### config.mk
export PLATFORM = sky130hd
export DESIGN_NAME = delimited_field_splitter_core
export DESIGN_NICKNAME = d
export VERILOG_FILES = /design/src/hw/rtl/fds_pkg.sv /design/src/hw/rtl/fds_front.sv /design/src/hw/rtl/fds_cmd_fifo.sv /design/src/hw/rtl/fds_back.sv /design/src/hw/rtl/delimited_field_splitter_core.sv
export SDC_FILE = /design/constraint.sdc
export NUM_CORES = 1
export LEC_CHECK = 0
export ABC_AREA = 1
export BUFFER_PORTS_ARGS = -buffer_cell sky130_fd_sc_hd__buf_2
export CAP_MARGIN = 20
export CORE_MARGIN = 3
export CORE_UTILIZATION = 50
export DETAILED_ROUTE_END_ITERATION = 6
export GPL_ROUTABILITY_DRIVEN = 0
export PLACE_DENSITY = 0.7
export SLEW_MARGIN = 20
export SYNTH_ARGS = -nofsm -noshare
export SYNTH_HDL_FRONTEND = slang
export SYNTH_SLANG_ARGS = --single-unit
### constraint.sdc
create_clock -name clock -period 4.95 [get_ports clock]
set_input_delay 0.2475 -clock clock [delete_from_list [all_inputs] [get_ports clock]]
set_output_delay 0.2475 -clock clock [all_outputs]
set_load 0.02 [all_outputs]
### src/hw/rtl/fds_pkg.sv
// shared types, constants and codes for the delimited field splitter
package fds_pkg;

   localparam int HELD_SPACE_DEPTH = 31;
   localparam int HS_CNT_W = $clog2(HELD_SPACE_DEPTH + 1);
   localparam int HS_IDX_W = (HELD_SPACE_DEPTH > 1) ? $clog2(HELD_SPACE_DEPTH) : 1;

   localparam int CMD_FIFO_DEPTH = 4;
   localparam int CMD_PTR_W = $clog2(CMD_FIFO_DEPTH);
   localparam int CMD_CNT_W = $clog2(CMD_FIFO_DEPTH + 1);

   localparam int CSR_ADDR_W = 4;
   localparam int CSR_DATA_W = 32;

   localparam logic [7:0] WS_DELIM = 8'd115;
   localparam logic [7:0] BACKSLASH = 8'd92;

   localparam logic [7:0] DELIMITER_RESET = 8'd44;

   // register indexes
   localparam logic [1:0] REG_DELIMITER = 2'd0;
   localparam logic [1:0] REG_REMOVE_EMPTY = 2'd1;
   localparam logic [1:0] REG_HANDLE_ESCAPE = 2'd2;
   localparam logic [1:0] REG_FIELD_LIMIT = 2'd3;

   // result kinds
   localparam logic [1:0] KIND_BYTE = 2'd0;
   localparam logic [1:0] KIND_FIELD_END = 2'd1;
   localparam logic [1:0] KIND_STRING_END = 2'd2;

   typedef struct packed {
      logic [7:0] char_in;
      logic       string_end;
   } req_type;

   typedef struct packed {
      logic [1:0] kind;
      logic [7:0] char_out;
      logic [7:0] field_number;
      logic       held_overflow;
      logic       run_last;
   } rsp_type;

   typedef struct packed {
      logic [7:0] delimiter;
      logic       remove_empty;
      logic       handle_escape;
      logic [7:0] field_limit;
   } cfg_type;

   // one item's worth of work for the back end, emitted in this order:
   // held whitespace, the byte, up to two field ends, string end
   typedef struct packed {
      logic [HS_CNT_W-1:0] rel_n;
      logic                has_byte;
      logic [7:0]          char_val;
      logic [7:0]          fnum_a;
      logic                ovf_a;
      logic [1:0]          close_n;
      logic [7:0]          fnum_c0;
      logic                ovf_c0;
      logic [7:0]          fnum_c1;
      logic                has_end;
      logic [7:0]          fnum_end;
   } cmd_type;

   typedef struct packed {
      logic [HS_IDX_W-1:0] addr;
      logic                rel_done;
   } hold_rd_type;

endpackage

### src/hw/rtl/fds_front.sv
// front end: takes input bytes, tracks field state, holds whitespace, issues commands
module fds_front (
   input  logic                 clock,
   input  logic                 reset,
   input  fds_pkg::cfg_type     cfg,
   input  logic                 req_valid,
   output logic                 req_stall,
   input  fds_pkg::req_type     req_data,
   output logic                 push,
   output fds_pkg::cmd_type     push_data,
   input  logic                 fifo_full,
   input  fds_pkg::hold_rd_type hold_rd,
   output logic [7:0]           hold_rd_data
);
   import fds_pkg::*;

   typedef struct packed {
      logic [7:0]          fe;
      logic                esc;
      logic                started;
      logic                raw;
      logic                rem;
      logic [HS_CNT_W-1:0] cnt;
      logic                ovf;
   } split_state_type;

   split_state_type st_ff, st_in;
   logic            rel_pend_ff, rel_pend_in;
   logic [7:0]      hold_ff [HELD_SPACE_DEPTH];

   cmd_type    cmd;
   logic       accept;
   logic       hold_we;
   logic       is_bs;
   logic       delim_hit;
   logic       c_en;
   logic [7:0] c_b;
   logic       do_delim;

   function automatic logic is_ws(input logic [7:0] b);
      return (b == 8'd32) || (b >= 8'd9 && b <= 8'd13);
   endfunction

   function automatic split_state_type clear_fld(input split_state_type s);
      split_state_type r;
      r = s;
      r.started = 1'b0;
      r.raw = 1'b0;
      r.cnt = '0;
      r.ovf = 1'b0;
      r.esc = 1'b0;
      return r;
   endfunction

   function automatic split_state_type after_close(input split_state_type s);
      split_state_type r;
      r = clear_fld(s);
      if (s.fe != 8'd255) begin
         r.fe = s.fe + 8'd1;
      end
      return r;
   endfunction

   function automatic cmd_type add_close(input cmd_type c, input split_state_type s);
      cmd_type r;
      r = c;
      if (c.close_n == 2'd0) begin
         r.fnum_c0 = s.fe;
         r.ovf_c0 = s.ovf;
      end else begin
         r.fnum_c1 = s.fe;
      end
      r.close_n = c.close_n + 2'd1;
      return r;
   endfunction

   assign req_stall = rel_pend_ff || fifo_full;
   assign accept = req_valid && !req_stall;

   assign is_bs = (req_data.char_in == BACKSLASH);
   assign delim_hit = (cfg.delimiter == WS_DELIM) ? is_ws(req_data.char_in)
                                                   : (req_data.char_in == cfg.delimiter);

   always_comb begin
      st_in = st_ff;
      cmd = '0;
      hold_we = 1'b0;

      // which byte, if any, goes through the field content path
      if (req_data.string_end) begin
         c_en = !st_ff.rem && st_ff.esc && (cfg.delimiter != BACKSLASH);
         c_b = BACKSLASH;
         do_delim = !st_ff.rem && st_ff.esc && (cfg.delimiter == BACKSLASH);
      end else begin
         c_en = st_ff.rem || st_ff.esc || (!(cfg.handle_escape && is_bs) && !delim_hit);
         c_b = req_data.char_in;
         do_delim = !st_ff.rem && !st_ff.esc && !(cfg.handle_escape && is_bs) && delim_hit;
      end

      if (c_en) begin
         st_in.esc = 1'b0;
         st_in.raw = 1'b1;
         if (cfg.handle_escape && c_b == BACKSLASH) begin
            // backslash is dropped
         end else if (is_ws(c_b)) begin
            if (st_ff.started) begin
               if (st_ff.cnt < HS_CNT_W'(HELD_SPACE_DEPTH)) begin
                  hold_we = 1'b1;
                  st_in.cnt = st_ff.cnt + HS_CNT_W'(1);
               end else begin
                  st_in.ovf = 1'b1;
               end
            end
         end else begin
            cmd.rel_n = st_ff.cnt;
            cmd.has_byte = 1'b1;
            cmd.char_val = c_b;
            cmd.fnum_a = st_ff.fe;
            cmd.ovf_a = st_ff.ovf;
            st_in.cnt = '0;
            st_in.started = 1'b1;
         end
      end

      if (!req_data.string_end && !st_ff.rem && !st_ff.esc && cfg.handle_escape && is_bs) begin
         st_in.esc = 1'b1;
      end

      if (req_data.string_end && st_ff.rem) begin
         cmd = add_close(cmd, st_in);
         st_in = after_close(st_in);
      end else if (do_delim) begin
         st_in.esc = 1'b0;
         if (!cfg.remove_empty || st_in.raw) begin
            cmd = add_close(cmd, st_in);
            st_in = after_close(st_in);
         end else begin
            st_in = clear_fld(st_in);
         end
         if (cfg.field_limit != 8'd0 && st_in.fe == cfg.field_limit - 8'd1) begin
            st_in.rem = 1'b1;
         end
         // a backslash delimiter at string end closes a remainder it opened
         if (req_data.string_end && st_in.rem) begin
            cmd = add_close(cmd, st_in);
            st_in = after_close(st_in);
         end
      end else if (req_data.string_end) begin
         if (st_in.raw || (!cfg.remove_empty && st_in.fe == 8'd0)) begin
            cmd = add_close(cmd, st_in);
            st_in = after_close(st_in);
         end
      end

      if (req_data.string_end) begin
         cmd.has_end = 1'b1;
         cmd.fnum_end = st_in.fe;
         st_in.fe = 8'd0;
         st_in.rem = 1'b0;
         st_in = clear_fld(st_in);
      end
   end

   assign push = accept && (cmd.has_byte || cmd.close_n != 2'd0 || cmd.has_end);
   assign push_data = cmd;

   // held bytes stay frozen until the back end has released them
   always_comb begin
      rel_pend_in = rel_pend_ff;
      if (push && cmd.rel_n != '0) begin
         rel_pend_in = 1'b1;
      end else if (hold_rd.rel_done) begin
         rel_pend_in = 1'b0;
      end
   end

   assign hold_rd_data = (32'(hold_rd.addr) < HELD_SPACE_DEPTH) ? hold_ff[hold_rd.addr] : 8'd0;

   always_ff @(posedge clock) begin
      if (reset) begin
         st_ff <= '0;
         rel_pend_ff <= 1'b0;
      end else begin
         rel_pend_ff <= rel_pend_in;
         if (accept) begin
            st_ff <= st_in;
         end
      end
   end

   always_ff @(posedge clock) begin
      if (accept && hold_we) begin
         hold_ff[st_ff.cnt[HS_IDX_W-1:0]] <= c_b;
      end
   end

endmodule

### src/hw/rtl/fds_cmd_fifo.sv
// small command queue between front and back ends
module fds_cmd_fifo (
   input  logic             clock,
   input  logic             reset,
   input  logic             push,
   input  fds_pkg::cmd_type push_data,
   output logic             full,
   input  logic             pop,
   output fds_pkg::cmd_type head,
   output logic             empty
);
   import fds_pkg::*;

   cmd_type              mem_ff [CMD_FIFO_DEPTH];
   logic [CMD_PTR_W-1:0] wr_ptr_ff, wr_ptr_in;
   logic [CMD_PTR_W-1:0] rd_ptr_ff, rd_ptr_in;
   logic [CMD_CNT_W-1:0] count_ff, count_in;
   logic                 do_push;
   logic                 do_pop;

   assign full = (count_ff == CMD_CNT_W'(CMD_FIFO_DEPTH));
   assign empty = (count_ff == '0);
   assign do_push = push && !full;
   assign do_pop = pop && !empty;
   assign head = mem_ff[rd_ptr_ff];

   always_comb begin
      wr_ptr_in = wr_ptr_ff;
      rd_ptr_in = rd_ptr_ff;
      count_in = count_ff;
      if (do_push) begin
         wr_ptr_in = (32'(wr_ptr_ff) == CMD_FIFO_DEPTH - 1) ? '0 : wr_ptr_ff + CMD_PTR_W'(1);
      end
      if (do_pop) begin
         rd_ptr_in = (32'(rd_ptr_ff) == CMD_FIFO_DEPTH - 1) ? '0 : rd_ptr_ff + CMD_PTR_W'(1);
      end
      if (do_push && !do_pop) begin
         count_in = count_ff + CMD_CNT_W'(1);
      end else if (do_pop && !do_push) begin
         count_in = count_ff - CMD_CNT_W'(1);
      end
   end

   always_ff @(posedge clock) begin
      if (reset) begin
         wr_ptr_ff <= '0;
         rd_ptr_ff <= '0;
         count_ff <= '0;
      end else begin
         wr_ptr_ff <= wr_ptr_in;
         rd_ptr_ff <= rd_ptr_in;
         count_ff <= count_in;
      end
   end

   always_ff @(posedge clock) begin
      if (do_push) begin
         mem_ff[wr_ptr_ff] <= push_data;
      end
   end

endmodule

### src/hw/rtl/fds_back.sv
// back end: walks each command and emits one result per cycle into the output register while rsp is not stalled
module fds_back (
   input  logic                 clock,
   input  logic                 reset,
   input  fds_pkg::cmd_type     cmd,
   input  logic                 fifo_empty,
   output logic                 pop,
   output fds_pkg::hold_rd_type hold_rd,
   input  logic [7:0]           hold_rd_data,
   output logic                 rsp_valid,
   input  logic                 rsp_stall,
   output fds_pkg::rsp_type     rsp_data
);
   import fds_pkg::*;

   logic [HS_CNT_W-1:0] rel_idx_ff, rel_idx_in;
   logic                byte_done_ff, byte_done_in;
   logic [1:0]          close_done_ff, close_done_in;
   logic                out_valid_ff, out_valid_in;
   rsp_type             out_data_ff;

   rsp_type evt;
   logic    take;
   logic    last;

   assign take = !fifo_empty && (!out_valid_ff || !rsp_stall);

   always_comb begin
      evt = '0;
      last = 1'b0;
      rel_idx_in = rel_idx_ff;
      byte_done_in = byte_done_ff;
      close_done_in = close_done_ff;
      if (rel_idx_ff < cmd.rel_n) begin
         evt.kind = KIND_BYTE;
         evt.char_out = hold_rd_data;
         evt.field_number = cmd.fnum_a;
         evt.held_overflow = cmd.ovf_a;
         rel_idx_in = rel_idx_ff + HS_CNT_W'(1);
      end else if (cmd.has_byte && !byte_done_ff) begin
         evt.kind = KIND_BYTE;
         evt.char_out = cmd.char_val;
         evt.field_number = cmd.fnum_a;
         evt.held_overflow = cmd.ovf_a;
         last = (cmd.close_n == 2'd0) && !cmd.has_end;
         byte_done_in = 1'b1;
      end else if (close_done_ff < cmd.close_n) begin
         evt.kind = KIND_FIELD_END;
         evt.field_number = (close_done_ff == 2'd0) ? cmd.fnum_c0 : cmd.fnum_c1;
         evt.held_overflow = (close_done_ff == 2'd0) ? cmd.ovf_c0 : 1'b0;
         last = ((close_done_ff + 2'd1) == cmd.close_n) && !cmd.has_end;
         close_done_in = close_done_ff + 2'd1;
      end else begin
         evt.kind = KIND_STRING_END;
         evt.field_number = cmd.fnum_end;
         last = 1'b1;
      end
      evt.run_last = last;
      if (last) begin
         rel_idx_in = '0;
         byte_done_in = 1'b0;
         close_done_in = 2'd0;
      end
   end

   assign pop = take && last;
   assign hold_rd.addr = rel_idx_ff[HS_IDX_W-1:0];
   assign hold_rd.rel_done = take && last && (cmd.rel_n != '0);

   always_comb begin
      out_valid_in = out_valid_ff;
      if (take) begin
         out_valid_in = 1'b1;
      end else if (!rsp_stall) begin
         out_valid_in = 1'b0;
      end
   end

   always_ff @(posedge clock) begin
      if (reset) begin
         rel_idx_ff <= '0;
         byte_done_ff <= 1'b0;
         close_done_ff <= 2'd0;
         out_valid_ff <= 1'b0;
      end else begin
         out_valid_ff <= out_valid_in;
         if (take) begin
            rel_idx_ff <= rel_idx_in;
            byte_done_ff <= byte_done_in;
            close_done_ff <= close_done_in;
         end
      end
   end

   always_ff @(posedge clock) begin
      if (take) begin
         out_data_ff <= evt;
      end
   end

   assign rsp_valid = out_valid_ff;
   assign rsp_data = out_data_ff;

endmodule

### src/hw/rtl/delimited_field_splitter_core.sv
// top level: register port, front end, command queue, back end
// path: the first result of an item is registered in the command queue and then in the output
//   register, from which it is offered on rsp
// throughput: one input transfer per cycle while the command queue has room; the back end
//   sends one result per cycle while rsp is not stalled, and an item that releases held
//   whitespace blocks req until the back end has taken that item's last result
// reset: synchronous; clears field state, queue and output register and loads register
//   defaults; the held whitespace buffer is not cleared
module delimited_field_splitter_core (
   input  logic                          clock,
   input  logic                          reset,
   input  logic                          req_valid,
   output logic                          req_stall,
   input  fds_pkg::req_type              req_data,
   output logic                          rsp_valid,
   input  logic                          rsp_stall,
   output fds_pkg::rsp_type              rsp_data,
   input  logic                          psel,
   input  logic                          penable,
   input  logic                          pwrite,
   input  logic [fds_pkg::CSR_ADDR_W-1:0] paddr,
   input  logic [fds_pkg::CSR_DATA_W-1:0] pwdata,
   output logic [fds_pkg::CSR_DATA_W-1:0] prdata,
   output logic                          pready
);
   import fds_pkg::*;

   cfg_type     cfg_ff;
   logic        csr_wr;
   logic [1:0]  csr_idx;

   logic        push;
   cmd_type     push_data;
   logic        fifo_full;
   logic        fifo_empty;
   logic        pop;
   cmd_type     head;
   hold_rd_type hold_rd;
   logic [7:0]  hold_rd_data;

   assign pready = 1'b1;
   assign csr_wr = psel && penable && pwrite && pready;
   assign csr_idx = paddr[3:2];

   always_ff @(posedge clock) begin
      if (reset) begin
         cfg_ff.delimiter <= DELIMITER_RESET;
         cfg_ff.remove_empty <= 1'b0;
         cfg_ff.handle_escape <= 1'b0;
         cfg_ff.field_limit <= 8'd0;
      end else if (csr_wr) begin
         case (csr_idx)
            REG_DELIMITER: cfg_ff.delimiter <= pwdata[7:0];
            REG_REMOVE_EMPTY: cfg_ff.remove_empty <= pwdata[0];
            REG_HANDLE_ESCAPE: cfg_ff.handle_escape <= pwdata[0];
            REG_FIELD_LIMIT: cfg_ff.field_limit <= pwdata[7:0];
            default: ;
         endcase
      end
   end

   always_comb begin
      case (csr_idx)
         REG_DELIMITER: prdata = {24'd0, cfg_ff.delimiter};
         REG_REMOVE_EMPTY: prdata = {31'd0, cfg_ff.remove_empty};
         REG_HANDLE_ESCAPE: prdata = {31'd0, cfg_ff.handle_escape};
         REG_FIELD_LIMIT: prdata = {24'd0, cfg_ff.field_limit};
         default: prdata = '0;
      endcase
   end

   fds_front u_front (
      .clock        (clock),
      .reset        (reset),
      .cfg          (cfg_ff),
      .req_valid    (req_valid),
      .req_stall    (req_stall),
      .req_data     (req_data),
      .push         (push),
      .push_data    (push_data),
      .fifo_full    (fifo_full),
      .hold_rd      (hold_rd),
      .hold_rd_data (hold_rd_data)
   );

   fds_cmd_fifo u_fifo (
      .clock     (clock),
      .reset     (reset),
      .push      (push),
      .push_data (push_data),
      .full      (fifo_full),
      .pop       (pop),
      .head      (head),
      .empty     (fifo_empty)
   );

   fds_back u_back (
      .clock        (clock),
      .reset        (reset),
      .cmd          (head),
      .fifo_empty   (fifo_empty),
      .pop          (pop),
      .hold_rd      (hold_rd),
      .hold_rd_data (hold_rd_data),
      .rsp_valid    (rsp_valid),
      .rsp_stall    (rsp_stall),
      .rsp_data     (rsp_data)
   );

   // a command is never offered to a full queue
   a_no_push_full: assert property (@(posedge clock) disable iff (reset)
      push |-> !fifo_full)
      else $error("command pushed into full queue");

   // string end carries no byte and no overflow flag
   a_end_clean: assert property (@(posedge clock) disable iff (reset)
      rsp_valid && rsp_data.kind == KIND_STRING_END |->
         !rsp_data.held_overflow && rsp_data.char_out == 8'd0)
      else $error("string end with byte or overflow flag");

   // string end is always the final result of its item
   a_end_last: assert property (@(posedge clock) disable iff (reset)
      rsp_valid && rsp_data.kind == KIND_STRING_END |-> rsp_data.run_last)
      else $error("string end not marked last");

   // the queue pops only when it holds something and the output register has room
   a_pop_nonempty: assert property (@(posedge clock) disable iff (reset)
      pop |-> !fifo_empty && (!rsp_valid || !rsp_stall))
      else $error("command popped without a result slot");

endmodule

# --- Word-level counts from Yosys, hierarchy flattened ---
# Memories as Yosys holds them, arrays and structs flattened. A register that Yosys moved wholly into a read port is not among the register bits.
# Cells that the tools add are included.
# Widths: inputs -> output; s select.
totals:
  out_inout_bits: 55
  mem_count: 2
  in_bits: 52
  word_cells: 238
  romBits: 0
  ramBits: 452
  latch_bits: 0
  regBits: 73
op_classes:
  n_eq_ne: 22
  mul: 0
  shifts: 0
  div_mod_pow: 0
  n_lt_le_gt_ge: 8
  n_mux: 86
  n_addsub: 11
  reduce_logical: 85
  bitwise_logic: 0
memory_table:
  columns: ["name", "words", "width", "read_ports", "rd_ports_with_merged_regs", "wr", "line", "source"]
  rows:
  - ["u_front.hold_ff", 31, 8, 1, 1, 1, "fds_front.sv:29", "logic [7:0] hold_ff [HELD_SPACE_DEPTH];"]
  - ["u_fifo.mem_ff", 4, 51, 1, 1, 1, "fds_cmd_fifo.sv:14", "cmd_type mem_ff [CMD_FIFO_DEPTH];"]
op_table:
  columns: ["cell", "count"]
  rows:
  - ["$mux 51", 4]
  - ["$mux 18", 9]
  - ["$pmux 32 s4", 1]
  - ["$mux 27", 3]
  - ["$mux 23", 3]
  - ["$mux 8", 8]
  - ["$logic_and 1x1->1", 35]
  - ["$eq 8x7->1 const B", 4]
  - ["$mux 1", 32]
  - ["$mux 5", 6]
  - ["$mux 28", 1]
  - ["$mux 9", 3]
  - ["$mux 2", 9]
  - ["$mux 6", 3]
  - ["$mux 17", 1]
  - ["$add 8x1->8 const B", 2]
  - ["$eq 8x6->1 const B", 2]
  - ["$eq 8x8->1", 2]
  - ["$ge 8x4->1 const B", 2]
  - ["$le 8x4->1 const B", 2]
  - ["$ne 8x8->1 const B", 2]
  - ["$logic_not 1->1", 15]
  - ["$reduce_bool 2->1", 7]
  - ["$add 5x1->5 const B", 2]
  - ["other kinds (25)", 54]

# --- Logic depth before layout (Yosys ltp) ---
# Gate-level depths: netlist of the first run.
logic_depth:
  ltp_word: 31
  mapped_depth: 34
  depth_no_buf: 34

# --- By module ---
# Synthesis of the first run repeated with hierarchy kept, for this count alone.
hier_totals:
  cells_unflattened: 2258
  area_unflattened_um2: 23744.0
modules_own_cells:
  columns: ["mod", "seq_area_each_um2", "cells_per_inst", "instances", "area_each_um2"]
  rows:
  - ["fds_front", 7827.5, 1329, 1, 12842.3]
  - ["fds_cmd_fifo", 6306.0, 564, 1, 8094.0]
  - ["fds_back", 780.7, 211, 1, 1709.1]
  - ["delimited_field_splitter_core", 360.3, 154, 1, 1098.6]

# --- Worst setup path before layout of the first run ---
# Ideal clock, no wire load.
synth_timing:
  path_kind: "reg-to-reg"
  start: "register u_front.st_ff[10] (netlist name)"
  end: "memory u_fifo.mem_ff[0][0] (netlist name) (enable)"
  arrival_time_ps: 4676
  t_required_ps: 4490
  path_buffers: 0
  path_slack_ps: -186
  synth_period_minus_slack_ps: 5136
  setup_time_ps: 460
  path_stages_with_launch: 24
  path_cell_list: "dfxtp_1 ha_1 nand2_1 nor3_2 nand2_2 nor2_8 inv_4 nand2_2 nand2_2 a21oi_4 nand2_1 nand3b_1 nand2_1 nand2_1 nor2_2 nand3_2 nand2_4 nand2_4 inv_2 ha_1 a21oi_1 nand4_1 nand2_1 nor2_1"
synth_between:
  elab_chain_len: 21
  elab_cells_between_ends: 27
  classes_between: "add/sub (1); eq/ne (2); mux (14); reduce/logical (10)"
synth_rtl:
  columns: ["element", "line", "source"]
  rows:
  - ["from (decl)", "fds_front.sv:27", "split_state_type st_ff, st_in;"]
  - ["from (signal assigned)", "fds_front.sv:186", "st_ff <= st_in;"]
  - ["$add 8x1->8 or $ne 8x8->1 (tied branches)", "fds_front.sv:59, fds_front.sv:58", null]
  - ["$mux 8", "fds_front.sv:58", "if (s.fe != 8'd255) begin"]
  - ["$mux 18", "fds_front.sv:134", "if (!cfg.remove_empty || st_in.raw) begin"]
  - ["$mux 18", "fds_front.sv:132", "end else if (do_delim) begin"]
  - ["$mux 18", "fds_front.sv:129", "if (req_data.string_end && st_ff.rem) begin"]
  - ["$eq 8x8->1", "fds_front.sv:140", "if (cfg.field_limit != 8'd0 && st_in.fe == cfg.field_limit - 8'd1) begin"]
  - ["$logic_and 1x1->1", "fds_front.sv:140", null]
  - ["$mux 1", "fds_front.sv:140", null]
  - ["[... 4 more ...]", null, null]
  - ["$mux 51 (*)", "fds_front.sv:132", null]
  - ["$mux 51 (*)", "fds_front.sv:129", null]
  - ["$reduce_bool 2->1 (*)", "fds_front.sv:164", "assign push = accept && (cmd.has_byte || cmd.close_n != 2'd0 || cmd.has_end);"]
  - ["$logic_or 1x1->1 (*) (2 in a row)", "fds_front.sv:164", null]
  - ["$logic_and 1x1->1 (*)", "fds_front.sv:164", null]
  - ["$logic_and 1x1->1 (*)", "fds_cmd_fifo.sv:23", "assign do_push = push && !full;"]
  - ["$mux 1 (*)", "fds_cmd_fifo.sv:57", "if (do_push) begin"]
  - ["$mux 1 (not written as such) (*)", "fds_cmd_fifo.sv:58", "mem_ff[wr_ptr_ff] <= push_data;"]
  - ["to (decl)", "fds_cmd_fifo.sv:14", null]
# Every way passes the cells marked *; elsewhere a longest branch is shown, timed or not. The select of a mux whose other input is x is not followed.

# --- Worst setup path after layout of the first run ---
layout_timing:
  start: "register u_front.st_ff[11] (netlist name)"
  end: "register u_fifo.count_ff[1]"
layout_between:
  elab_cells_between_ends: 30
  classes_between: "add/sub (1); eq/ne (2); mux (13); reduce/logical (14)"
layout_rtl:
  columns: ["element", "line", "source"]
  rows:
  - ["$add 8x1->8 or $ne 8x8->1 (tied branches)", "fds_front.sv:59, fds_front.sv:58", null]
  - ["$mux 8", "fds_front.sv:58", null]
  - ["$mux 18", "fds_front.sv:134", null]
  - ["$mux 18", "fds_front.sv:132", null]
  - ["$mux 18", "fds_front.sv:129", null]
  - ["$eq 8x8->1", "fds_front.sv:140", null]
  - ["$logic_and 1x1->1", "fds_front.sv:140", null]
  - ["$mux 1", "fds_front.sv:140", null]
  - ["[... 6 more ...]", null, null]
  - ["$reduce_bool 2->1 (*)", "fds_front.sv:164", null]
  - ["$logic_or 1x1->1 (*) (2 in a row)", "fds_front.sv:164", null]
  - ["$logic_and 1x1->1 (*)", "fds_front.sv:164", null]
  - ["$logic_and 1x1->1 (*)", "fds_cmd_fifo.sv:23", null]
  - ["net u_fifo.do_push", "fds_cmd_fifo.sv:18", "logic do_push;"]
  - ["$logic_and 1x1->1 (*)", "fds_cmd_fifo.sv:37", "if (do_push && !do_pop) begin"]
  - ["$mux 3 (*)", "fds_cmd_fifo.sv:37", null]
  - ["net u_fifo.count_in[1]", "fds_cmd_fifo.sv:17", "logic [CMD_CNT_W-1:0] count_ff, count_in;"]
  - ["to (signal assigned)", "fds_cmd_fifo.sv:52", "count_ff <= count_in;"]
  - ["to (decl)", "fds_cmd_fifo.sv:17", null]
# Mark *: on every way through the listed nets, which the timed path passes. The rest lies on a longest branch. The select of a mux whose other input is x is not followed.
# A chain may end at the register's enable or synchronous reset.

==> results of run 1 <==
## per-layer routing
| metal | part of all wire | track usage |
|---|---|---|
| met3 | 0.10 | 0.0443 |
| met5 | 0 | 0 |
| met2 | 0.44 | 0.342 |
| met4 | 0.022 | 0.0625 |
| met1 | 0.43 | 0.336 |
## cell usage after synthesis (11+ instances only)
| cell | number |
|---|---|
| sky130_fd_sc_hd__a21oi_1 | 111 |
| sky130_fd_sc_hd__a32o_1 | 16 |
| sky130_fd_sc_hd__buf_4 | 27 |
| sky130_fd_sc_hd__clkbuf_1 | 95 |
| sky130_fd_sc_hd__dfxtp_1 | 60 |
| sky130_fd_sc_hd__edfxtp_1 | 472 |
| sky130_fd_sc_hd__ha_1 | 23 |
| sky130_fd_sc_hd__inv_1 | 111 |
| sky130_fd_sc_hd__inv_2 | 13 |
| sky130_fd_sc_hd__nand2_1 | 312 |
| sky130_fd_sc_hd__nand3_1 | 50 |
| sky130_fd_sc_hd__nor2_1 | 340 |
| sky130_fd_sc_hd__nor3_1 | 14 |
| sky130_fd_sc_hd__o21ai_0 | 260 |
| sky130_fd_sc_hd__o21ai_1 | 11 |
| sky130_fd_sc_hd__o22ai_1 | 98 |
| sky130_fd_sc_hd__xor2_1 | 14 |
## through the flow
stage                     total power [mW]  area, µm²
after detailed placement              7.22      24100
after global routing                  11.8      26000
after floorplan                       6.55      23300
final                                 11.4      26000
after CTS                             11.4      26000
after global placement                7.17      24100
## state kept, by name, indices dropped and copies added, names as in the netlist, named ones only
name,count
u_back.rel_idx_ff,5
u_fifo.mem_ff,204
u_fifo.wr_ptr_ff,2
u_front.st_ff,18
u_fifo.count_ff,3
u_front.hold_ff,248
cfg_ff,18
u_back.rsp_valid,1
u_back.byte_done_ff,1
u_back.rsp_data,20
u_back.close_done_ff,2
u_fifo.rd_ptr_ff,2
u_front.rel_pend_ff,1
## kinds of logic (layout without fill, tap and decap cells)
logic type | after synthesis | count (layout)
flip-flops | 532 | 532
AND/OR/NAND/NOR | 761 | 761
AO/OA/AOI/OAI | 548 | 548
adder cells (fa/ha/maj) | 24 | 24
other | 2 | 25
buffers and inverters | 260 | 320
XOR/XNOR | 18 | 18
## worst max-delay path by stage
stage                       from                  end  slack (ns)  cells after the start
3_3_place_gp         req_data[2]   u_fifo.count_ff[2]        0.75                     33
3_5_place_dp         req_data[1]   u_fifo.count_ff[1]        0.70                     28
2_1_floorplan  u_front.st_ff[10]  u_fifo.mem_ff[0][0]       -0.19                     23
6_report       u_front.st_ff[11]   u_fifo.count_ff[1]        0.63                     29
5_1_grt        u_front.st_ff[11]   u_fifo.count_ff[2]        0.24                     31
4_1_cts        u_front.st_ff[11]   u_fifo.count_ff[1]        0.68                     29
## worst register-to-register path: cells and delay by family (launching register included)
family                   cells  cell delay [ns]
AND/OR/NAND/NOR             16             1.75
AO/OA/AOI/OAI                4             0.57
buffers and inverters        5             0.41
adder cells (fa/ha/maj)      4             1.02
flip-flops                   1             0.43
## cells in the final DEF (no fill, tap or decap), types with 5 or more instances in the layout
master,count
sky130_fd_sc_hd__nor2_1,332
sky130_fd_sc_hd__a21oi_1,111
sky130_fd_sc_hd__nand2_1,312
sky130_fd_sc_hd__dlygate4sd3_1,8
sky130_fd_sc_hd__conb_1,25
sky130_fd_sc_hd__clkbuf_1,10
sky130_fd_sc_hd__a221oi_1,9
sky130_fd_sc_hd__nor4_1,6
sky130_fd_sc_hd__bufinv_16,10
sky130_fd_sc_hd__a31oi_1,5
sky130_fd_sc_hd__nand4_1,9
sky130_fd_sc_hd__o22ai_1,98
sky130_fd_sc_hd__clkinv_1,14
sky130_fd_sc_hd__nor2_2,6
sky130_fd_sc_hd__xor2_1,14
sky130_fd_sc_hd__o21ai_0,260
sky130_fd_sc_hd__dfxtp_1,57
sky130_fd_sc_hd__clkinv_2,5
sky130_fd_sc_hd__buf_4,22
sky130_fd_sc_hd__inv_2,17
sky130_fd_sc_hd__a211oi_1,6
sky130_fd_sc_hd__edfxtp_1,472
sky130_fd_sc_hd__nor3_1,14
sky130_fd_sc_hd__buf_12,8
sky130_fd_sc_hd__ha_1,23
sky130_fd_sc_hd__o211ai_1,10
sky130_fd_sc_hd__a41oi_1,5
sky130_fd_sc_hd__nand3_1,50
sky130_fd_sc_hd__clkbuf_16,53
sky130_fd_sc_hd__nand2_2,8
sky130_fd_sc_hd__inv_1,106
sky130_fd_sc_hd__o21ai_1,11
sky130_fd_sc_hd__a32o_1,16
sky130_fd_sc_hd__buf_2,55
sky130_fd_sc_hd__nor2_4,5
## power breakdown
| part | switching, mW | leakage (nW) | total (mW) | internal [mW] |
|---|---|---|---|---|
| Sequential | 0.106 | 4.77 | 5.24 | 5.13 |
| Clock | 1.70 | 0.887 | 4.22 | 2.52 |
| Combinational | 1.37 | 3.55 | 1.93 | 0.553 |
## cell type report
cell class	instances	area, µm²
multi-input cells	1376	6860
repair buffers	93	681
well taps	600	751
clock buffers	64	1380
clock inverters	34	455
fillers	3728	19600
inverters	129	487
flip-flops and latches	532	15400
==> metrics.log, run 1 <==
INFO  metric run_status = completed
INFO  metric crit-reg2reg-capture = u_fifo.count_ff[1]
INFO  metric drv_cap = 0
INFO  metric tightest_slew = 1.08 ns
INFO  metric clockRootBuffer = sky130_fd_sc_hd__clkbuf_16
INFO  metric dp_worst_slack = 0.703 ns
INFO  metric netlist-cell-type-count = 53
INFO  metric cts-resized-gates = 0
INFO  metric syn-mean-instance-area = about 11 µm²
INFO  metric synthTopCellsByArea = sky130_fd_sc_hd__edfxtp_1 61%, sky130_fd_sc_hd__o21ai_0 5.6%, sky130_fd_sc_hd__nor2_1 5.5%
INFO  metric final-max-slew-violation-count = 0
INFO  metric core.rowCount = 78
INFO  metric worstPathBufferInverterCount = 5
INFO  metric min_delay_path_depth = 4
INFO  metric synthesis.area = 0.0232 mm²
INFO  metric grt_setup_unrepaired = no
INFO  metric critical_path.max_stage_delay = 0.43 ns
INFO  metric synth-seq-area-share = 0.663
INFO  metric critical_path.reg2reg.startpoint = u_front.st_ff[11]
INFO  metric grt_overflow = 0
INFO  metric power.static_leakage = 9.21 nW
INFO  metric vias = 16500
INFO  metric cts_buffers = 53
INFO  metric holdPathEnd = u_front.st_ff[9]
INFO  metric yosysWarningCount = 0
INFO  metric clock_tree.htree_level_count = 2
INFO  metric layout-drive-gt1-share = 0.101
INFO  metric synth_async_sr_flop_share = 0
INFO  metric grt.total_usage = 0.226
INFO  metric ys_ff_latch = 532
INFO  metric die-height = 221 µm
INFO  metric min_period = 4.32 ns
INFO  metric fin_ws = 0.632 ns
INFO  metric num_io_pins = 107
INFO  metric min_period_over_period = 0.872
INFO  metric cts.reportedPaths.clkPinSlew = 0.06 ns
INFO  metric simple_gate_portion_of_the_synthesized_area = 0.135
INFO  metric crit_required = 5.44 ns
INFO  metric floorplan.die_area = 0.0490 mm²
INFO  metric synth-xor-area-share = 0.00680
INFO  metric synth_largest_area_cell = sky130_fd_sc_hd__edfxtp_1
INFO  metric synth_ff_type = sky130_fd_sc_hd__edfxtp_1
INFO  metric grt_max_degree = between 100 and 150
INFO  metric place.detailed.instances = around 2700
INFO  metric cpLargestDelayFamily = simple AND/OR/NAND/NOR gates
INFO  metric drt_first_iter_violations = around 1900
INFO  metric buffer_ports.inserted = 55
INFO  metric drt.antenna.violating_nets = 0
INFO  metric cp_max_fo = 16
INFO  metric hold_viol_final = 0
INFO  metric syn-instance-count = 2145
INFO  metric reg2regPathDepth = 29
INFO  metric drc_errors = 0
INFO  metric slew_headroom = 0.274
INFO  metric nets = 2261
INFO  metric worst_path_most_repeated_cell = sky130_fd_sc_hd__nand2_1
INFO  metric finalSetupViolCount = 0
INFO  metric n_antenna_cell = 0
INFO  metric grt_antenna_before_repair = 0
INFO  metric placeableCoreArea = 0.0456 mm²
INFO  metric fin_cells = approximately 2800
INFO  metric grt_pass1_wl = 88200 µm
INFO  metric synth.mux.area_fraction = 0
INFO  metric die_width = 221 µm
INFO  metric hp-start = req_data[8]
INFO  metric max_freq = 232 MHz
INFO  metric hold-worst-slack = 0.0331 ns
INFO  metric synth_top_family_by_area = compound AO/OA/AOI/OAI gates
INFO  metric post-synth-top-area-fraction = 0.611
INFO  metric clkSinkCount = 532
INFO  metric cp_data_arrival_time = about 4.8 ns
INFO  metric ctsLongestPathBuffers = 3
INFO  metric critPathSlowestCell = sky130_fd_sc_hd__dfxtp_1
INFO  metric finish.utilization = 0.570
INFO  metric setup.worst_path.class = register to register
INFO  metric drt-total-wl = 56500 µm
INFO  metric worst_clock_skew = about 0.016 ns
INFO  metric total_negative_slack = 0 ns
INFO  metric regToRegSetupSlack = approximately 0.63 ns
INFO  metric synth_enable_flop_cells = ~470
INFO  metric cts.repair_timing.setup_buffer_count = 0
INFO  metric power.density = 438 mW/mm²
INFO  metric viasPerCell = 5.84
INFO  metric hold_class = primary input to register
INFO  metric area_delta_synth_final = 12.1%
INFO  metric synth_compound_area_frac = 0.135
INFO  metric synth_adder_area_share = 0.0133
INFO  metric start_util = 0.509
INFO  metric critPathCaptureType = register
INFO  metric grt_pass1_vias = 15900
INFO  metric irDropWorstVdd = 0.301 mV
INFO  metric setup.worst_path.start_class = register
INFO  metric clock_insertion_delay_worst_skew = 0.61 ns
INFO  metric dp.final_hpwl = 34700 µm
INFO  metric drt_first_pass_iters = 7
INFO  metric tritoncts_clock_tree = built
INFO  metric ctsHoldBuffers = 8
INFO  metric post_drt_wl_per_cell = ~20 µm
(Power assumes the default switching activity.)
==> run 2: changes to the inputs <==
- ABC_AREA: 1 -> default
==> run 2 against run 1 <==
  * Die area about the same
  * Largest power group unchanged
  * Sequential power barely moved
  * Register-to-register slack got worse by 0.29 ns
  * Clock skew grew 0.0055 ns
  * Cell area rose by 1.8%
  * Flip-flop and latch count unchanged
  * Critical path type unchanged
==> metrics.log, run 2 <==
INFO  metric grt_pass1_vias = 13500 (-15%)
INFO  metric synth_async_sr_flop_share = 0 (unchanged)
INFO  metric min_period_over_period = 0.931 (+0.0585)
INFO  metric ctsLongestPathBuffers = 3 (unchanged)
INFO  metric worst_clock_skew = 0.0219 ns (+0.00548 ns)
INFO  metric yosysWarningCount = 0 (unchanged)
INFO  metric power.static_leakage = 8.77 nW (-4.8%)
INFO  metric critical_path.max_stage_delay = 0.52 ns (+0.09 ns)
INFO  metric clock_insertion_delay_worst_skew = 0.61 ns (about the same)
INFO  metric grt_max_degree = 52 (-50%)
INFO  metric die-height = 221 µm (about the same)
INFO  metric hold_viol_final = 0 (unchanged)
INFO  metric netlist-cell-type-count = 79 (+49%)
INFO  metric layout-drive-gt1-share = 0.230 (+0.129)
INFO  metric critPathSlowestCell = sky130_fd_sc_hd__or4_4
INFO  metric tritoncts_clock_tree = built
INFO  metric cp_max_fo = 5 (-11)
INFO  metric worst_path_most_repeated_cell = sky130_fd_sc_hd__nor2_1
INFO  metric synth-seq-area-share = 0.663 (about the same)
INFO  metric clockRootBuffer = sky130_fd_sc_hd__clkbuf_16
INFO  metric placeableCoreArea = 0.0456 mm² (unchanged)
INFO  metric holdPathEnd = cfg_ff[9]
INFO  metric commonest_cells_after_routing_fill_and_taps_aside = 472 x sky130_fd_sc_hd__edfxtp_1, 124 x sky130_fd_sc_hd__mux4_2, 116 x sky130_fd_sc_hd__nor2_1, 84 x sky130_fd_sc_hd__nand2_1, 61 x sky130_fd_sc_hd__buf_4
INFO  metric reg2regPathDepth = 22 (-24%)
INFO  metric min_delay_path_depth = 4 (unchanged)
INFO  metric synth_largest_area_cell = sky130_fd_sc_hd__edfxtp_1
INFO  metric cp_data_arrival_time = 5.14 ns (+0.33 ns)
INFO  metric tightest_slew = 0.980 ns (-0.102 ns)
INFO  metric num_io_pins = 107 (unchanged)
INFO  metric start_util = 0.509 (about the same)
INFO  metric min_period = 4.61 ns (+0.290 ns)
INFO  metric n_antenna_cell = 0 (unchanged)
INFO  metric post-synth-top-area-fraction = 0.611 (about the same)
INFO  metric grt.total_usage = 0.210 (-0.0157)
INFO  metric grt_pass1_wl = 80400 µm (-8.8%)
INFO  metric hp-start = paddr[3]
INFO  metric setup.worst_path.start_class = register
INFO  metric max_freq = 217 MHz (-6.3%)
INFO  metric mostFrequentLayoutCell = sky130_fd_sc_hd__edfxtp_1
INFO  metric run_status = completed
INFO  metric multi_input_comb_area = 0.00745 mm² (+8.6%)
INFO  metric critPathCaptureType = register
INFO  metric synthesis.area = 0.0232 mm² (about the same)
INFO  metric post_drt_wl_per_cell = 23.1 µm (+16%)
INFO  metric num-fill-cells = 3402 (-8.7%)
INFO  metric dp.final_hpwl = 32800 µm (-5.3%)
INFO  metric synthMostInstantiatedCell = sky130_fd_sc_hd__edfxtp_1
INFO  metric hold-worst-slack = 0.107 ns (+0.0741 ns)
INFO  metric floorplan.die_area = 0.0490 mm² (about the same)
INFO  metric drv_cap = 0 (unchanged)
INFO  metric yosys-top-cells-count = 472 x sky130_fd_sc_hd__edfxtp_1, 124 x sky130_fd_sc_hd__mux4_2, 116 x sky130_fd_sc_hd__nor2_1, 85 x sky130_fd_sc_hd__nand2_1, 60 x sky130_fd_sc_hd__dfxtp_1
INFO  metric grt_overflow = 0 (unchanged)
INFO  metric drt_first_iter_violations = 1359 (-28%)
INFO  metric synthTopCellsByArea = sky130_fd_sc_hd__edfxtp_1 61%, sky130_fd_sc_hd__mux4_2 12%, sky130_fd_sc_hd__dfxtp_1 5.2%
INFO  metric slew_headroom = 0.345 (+0.0716)
INFO  metric drt-total-wl = 51800 µm (-8.2%)
INFO  metric power.density = 404 mW/mm² (-7.7%)
INFO  metric syn-mean-instance-area = 15.6 µm² (+44%)
INFO  metric cts.reportedPaths.clkPinSlew = 0.06 ns (about the same)
INFO  metric register_area = 0.0154 mm² (+0.11%)
INFO  metric nets = 1674 (-26%)
INFO  metric total_negative_slack = 0 ns (unchanged)
INFO  metric clock_tree.htree_level_count = 2 (unchanged)
INFO  metric cp_cell_sequence = inv_1 -> ha_4 -> nor2_1 -> or4_4 -> a31oi_4 -> o21bai_1 -> a2111oi_2 -> o2111ai_2 -> nor4_4 -> nor2_1 -> nor2b_1 -> ha_1 -> nor2_1 -> nor2_1 -> nor3_1 -> nor2_1 -> ha_2 -> inv_1 -> fa_1 -> xor2_1 -> or3_1 -> a21oi_1
INFO  metric cts_buffers = 52 (-1.9%)
INFO  metric buffer_ports.inserted = 55 (unchanged)
INFO  metric critical_path.reg2reg.startpoint = cfg_ff[0]
INFO  metric drt.antenna.violating_nets = 0 (unchanged)
INFO  metric largest_reg_flops = 248 (unchanged)
INFO  metric syn-instance-count = 1490 (-31%)
INFO  metric finalSetupViolCount = 0 (unchanged)
INFO  metric clkSinkCount = 532 (unchanged)
INFO  metric drt_first_pass_iters = 5 (-2)
INFO  metric final-max-slew-violation-count = 0 (unchanged)
INFO  metric viasPerCell = 6.08 (+4.1%)
INFO  metric drc_errors = 0 (unchanged)
INFO  metric ys_ff_latch = 532 (unchanged)
INFO  metric setup.worst_path.class = register to register
INFO  metric hold_class = primary input to register
INFO  metric synth_enable_flop_cells = 472 (unchanged)
INFO  metric regToRegSetupSlack = 0.34 ns (-0.29 ns)
INFO  metric crit_required = 5.48 ns (+0.04 ns)
INFO  metric synth_ff_type = sky130_fd_sc_hd__edfxtp_1
INFO  metric crit-reg2reg-capture = u_fifo.count_ff[2]
INFO  metric grt_antenna_before_repair = 0 (unchanged)
INFO  metric irDropWorstVdd = 0.251 mV (-17%)
INFO  metric area_delta_synth_final = 14.0%
INFO  metric die_width = 221 µm (about the same)
INFO  metric vias = 13600 (-18%)
INFO  metric core.rowCount = 78 (unchanged)
-- run 2: cell types whose count changed after synthesis, moves of 72 or more --
| cell | change |
|---|---|
| sky130_fd_sc_hd__a21oi_1 | -72 |
| sky130_fd_sc_hd__inv_1 | -73 |
| sky130_fd_sc_hd__mux4_2 | +124 |
| sky130_fd_sc_hd__nand2_1 | -227 |
| sky130_fd_sc_hd__nor2_1 | -224 |
| sky130_fd_sc_hd__o21ai_0 | -210 |
| sky130_fd_sc_hd__o22ai_1 | -89 |
-- run 2: area by class of cell --
class | count | area share
Sequential cell | 532 | 0.582
Multi-Input combinational cell | 842 | 0.281
Clock buffer | 65 | 0.0514
Timing Repair Buffer | 130 | 0.0346
Tap cell | 600 | 0.0284
Clock inverter | 31 | 0.0166
Inverter | 40 | 0.00567
-- run 2: worst max path at each step --
| stage | start | to | cells past startpoint |
|---|---|---|---|
| after global placement | cfg_ff[0] | u_fifo.count_ff[2] | 22 |
| after detailed placement | cfg_ff[0] | u_fifo.count_ff[2] | 22 |
| after floorplan | register | u_fifo.count_ff[2] | 19 |
| final | cfg_ff[0] | u_fifo.count_ff[2] | 22 |
| after global routing | cfg_ff[1] | u_fifo.count_ff[2] | 22 |
| after CTS | cfg_ff[0] | u_fifo.count_ff[2] | 22 |
-- run 2: kinds of logic after synthesis --
group,Yosys count,share of synthesized area
adder cells (fa/ha/maj),24,0.0133
buffers and inverters,139,0.0266
multiplexers,176,0.143
AND/OR/NAND/NOR,400,0.0888
other,2,0.000324
flip-flops,532,0.663
XOR/XNOR,33,0.0125
AO/OA/AOI/OAI,184,0.0528
-- run 2: what timing repair did --
action                                  in CTS  in global routing
endpoints found under the hold margin       19                  0
hold buffers                                 9                  0
gates resized for setup                      0                 30
endpoints found under the setup margin       0                 74
buffers inserted                             0                  4
-- run 2: power breakdown --
group | total (mW) | internal [mW] | leakage, nW | switching [mW]
logic | 1.33 | 0.575 | 3.04 | 0.757
clock network | 4.15 | 2.48 | 0.875 | 1.67
registers | 5.22 | 5.08 | 4.85 | 0.140
-- run 2: metal layers --
layer	GRT usage	share of wire	up-vias
li1	-	-	6012
met1	0.315	0.44	6955
met2	0.323	0.46	570
met3	0.0398	0.078	91
met4	0.0535	0.025	0
met5	0	0	-
-- run 2: metrics by stage --
stage,utilization,power [mW],instance area (µm²),instances,setup WS [ns]
floorplan,-,6.20,23300,1513,0.212
global placement,0.535,6.61,24400,2131,0.234
detailed placement,0.535,6.65,24400,2131,0.0891
CTS,0.577,10.8,26300,2236,0.0679
global route,0.581,11.1,26500,2240,-0.0207
finish,0.581,10.7,26500,2240,0.343
-- run 2: worst max-delay path: cells and delay by family (launching register included) --
kind	cells	cell delay, ns
flip-flops	1	0.38
AO/OA/AOI/OAI	5	0.90
adder cells (fa/ha/maj)	4	1.14
AND/OR/NAND/NOR	10	1.79
buffers and inverters	2	0.16
XOR/XNOR	1	0.18
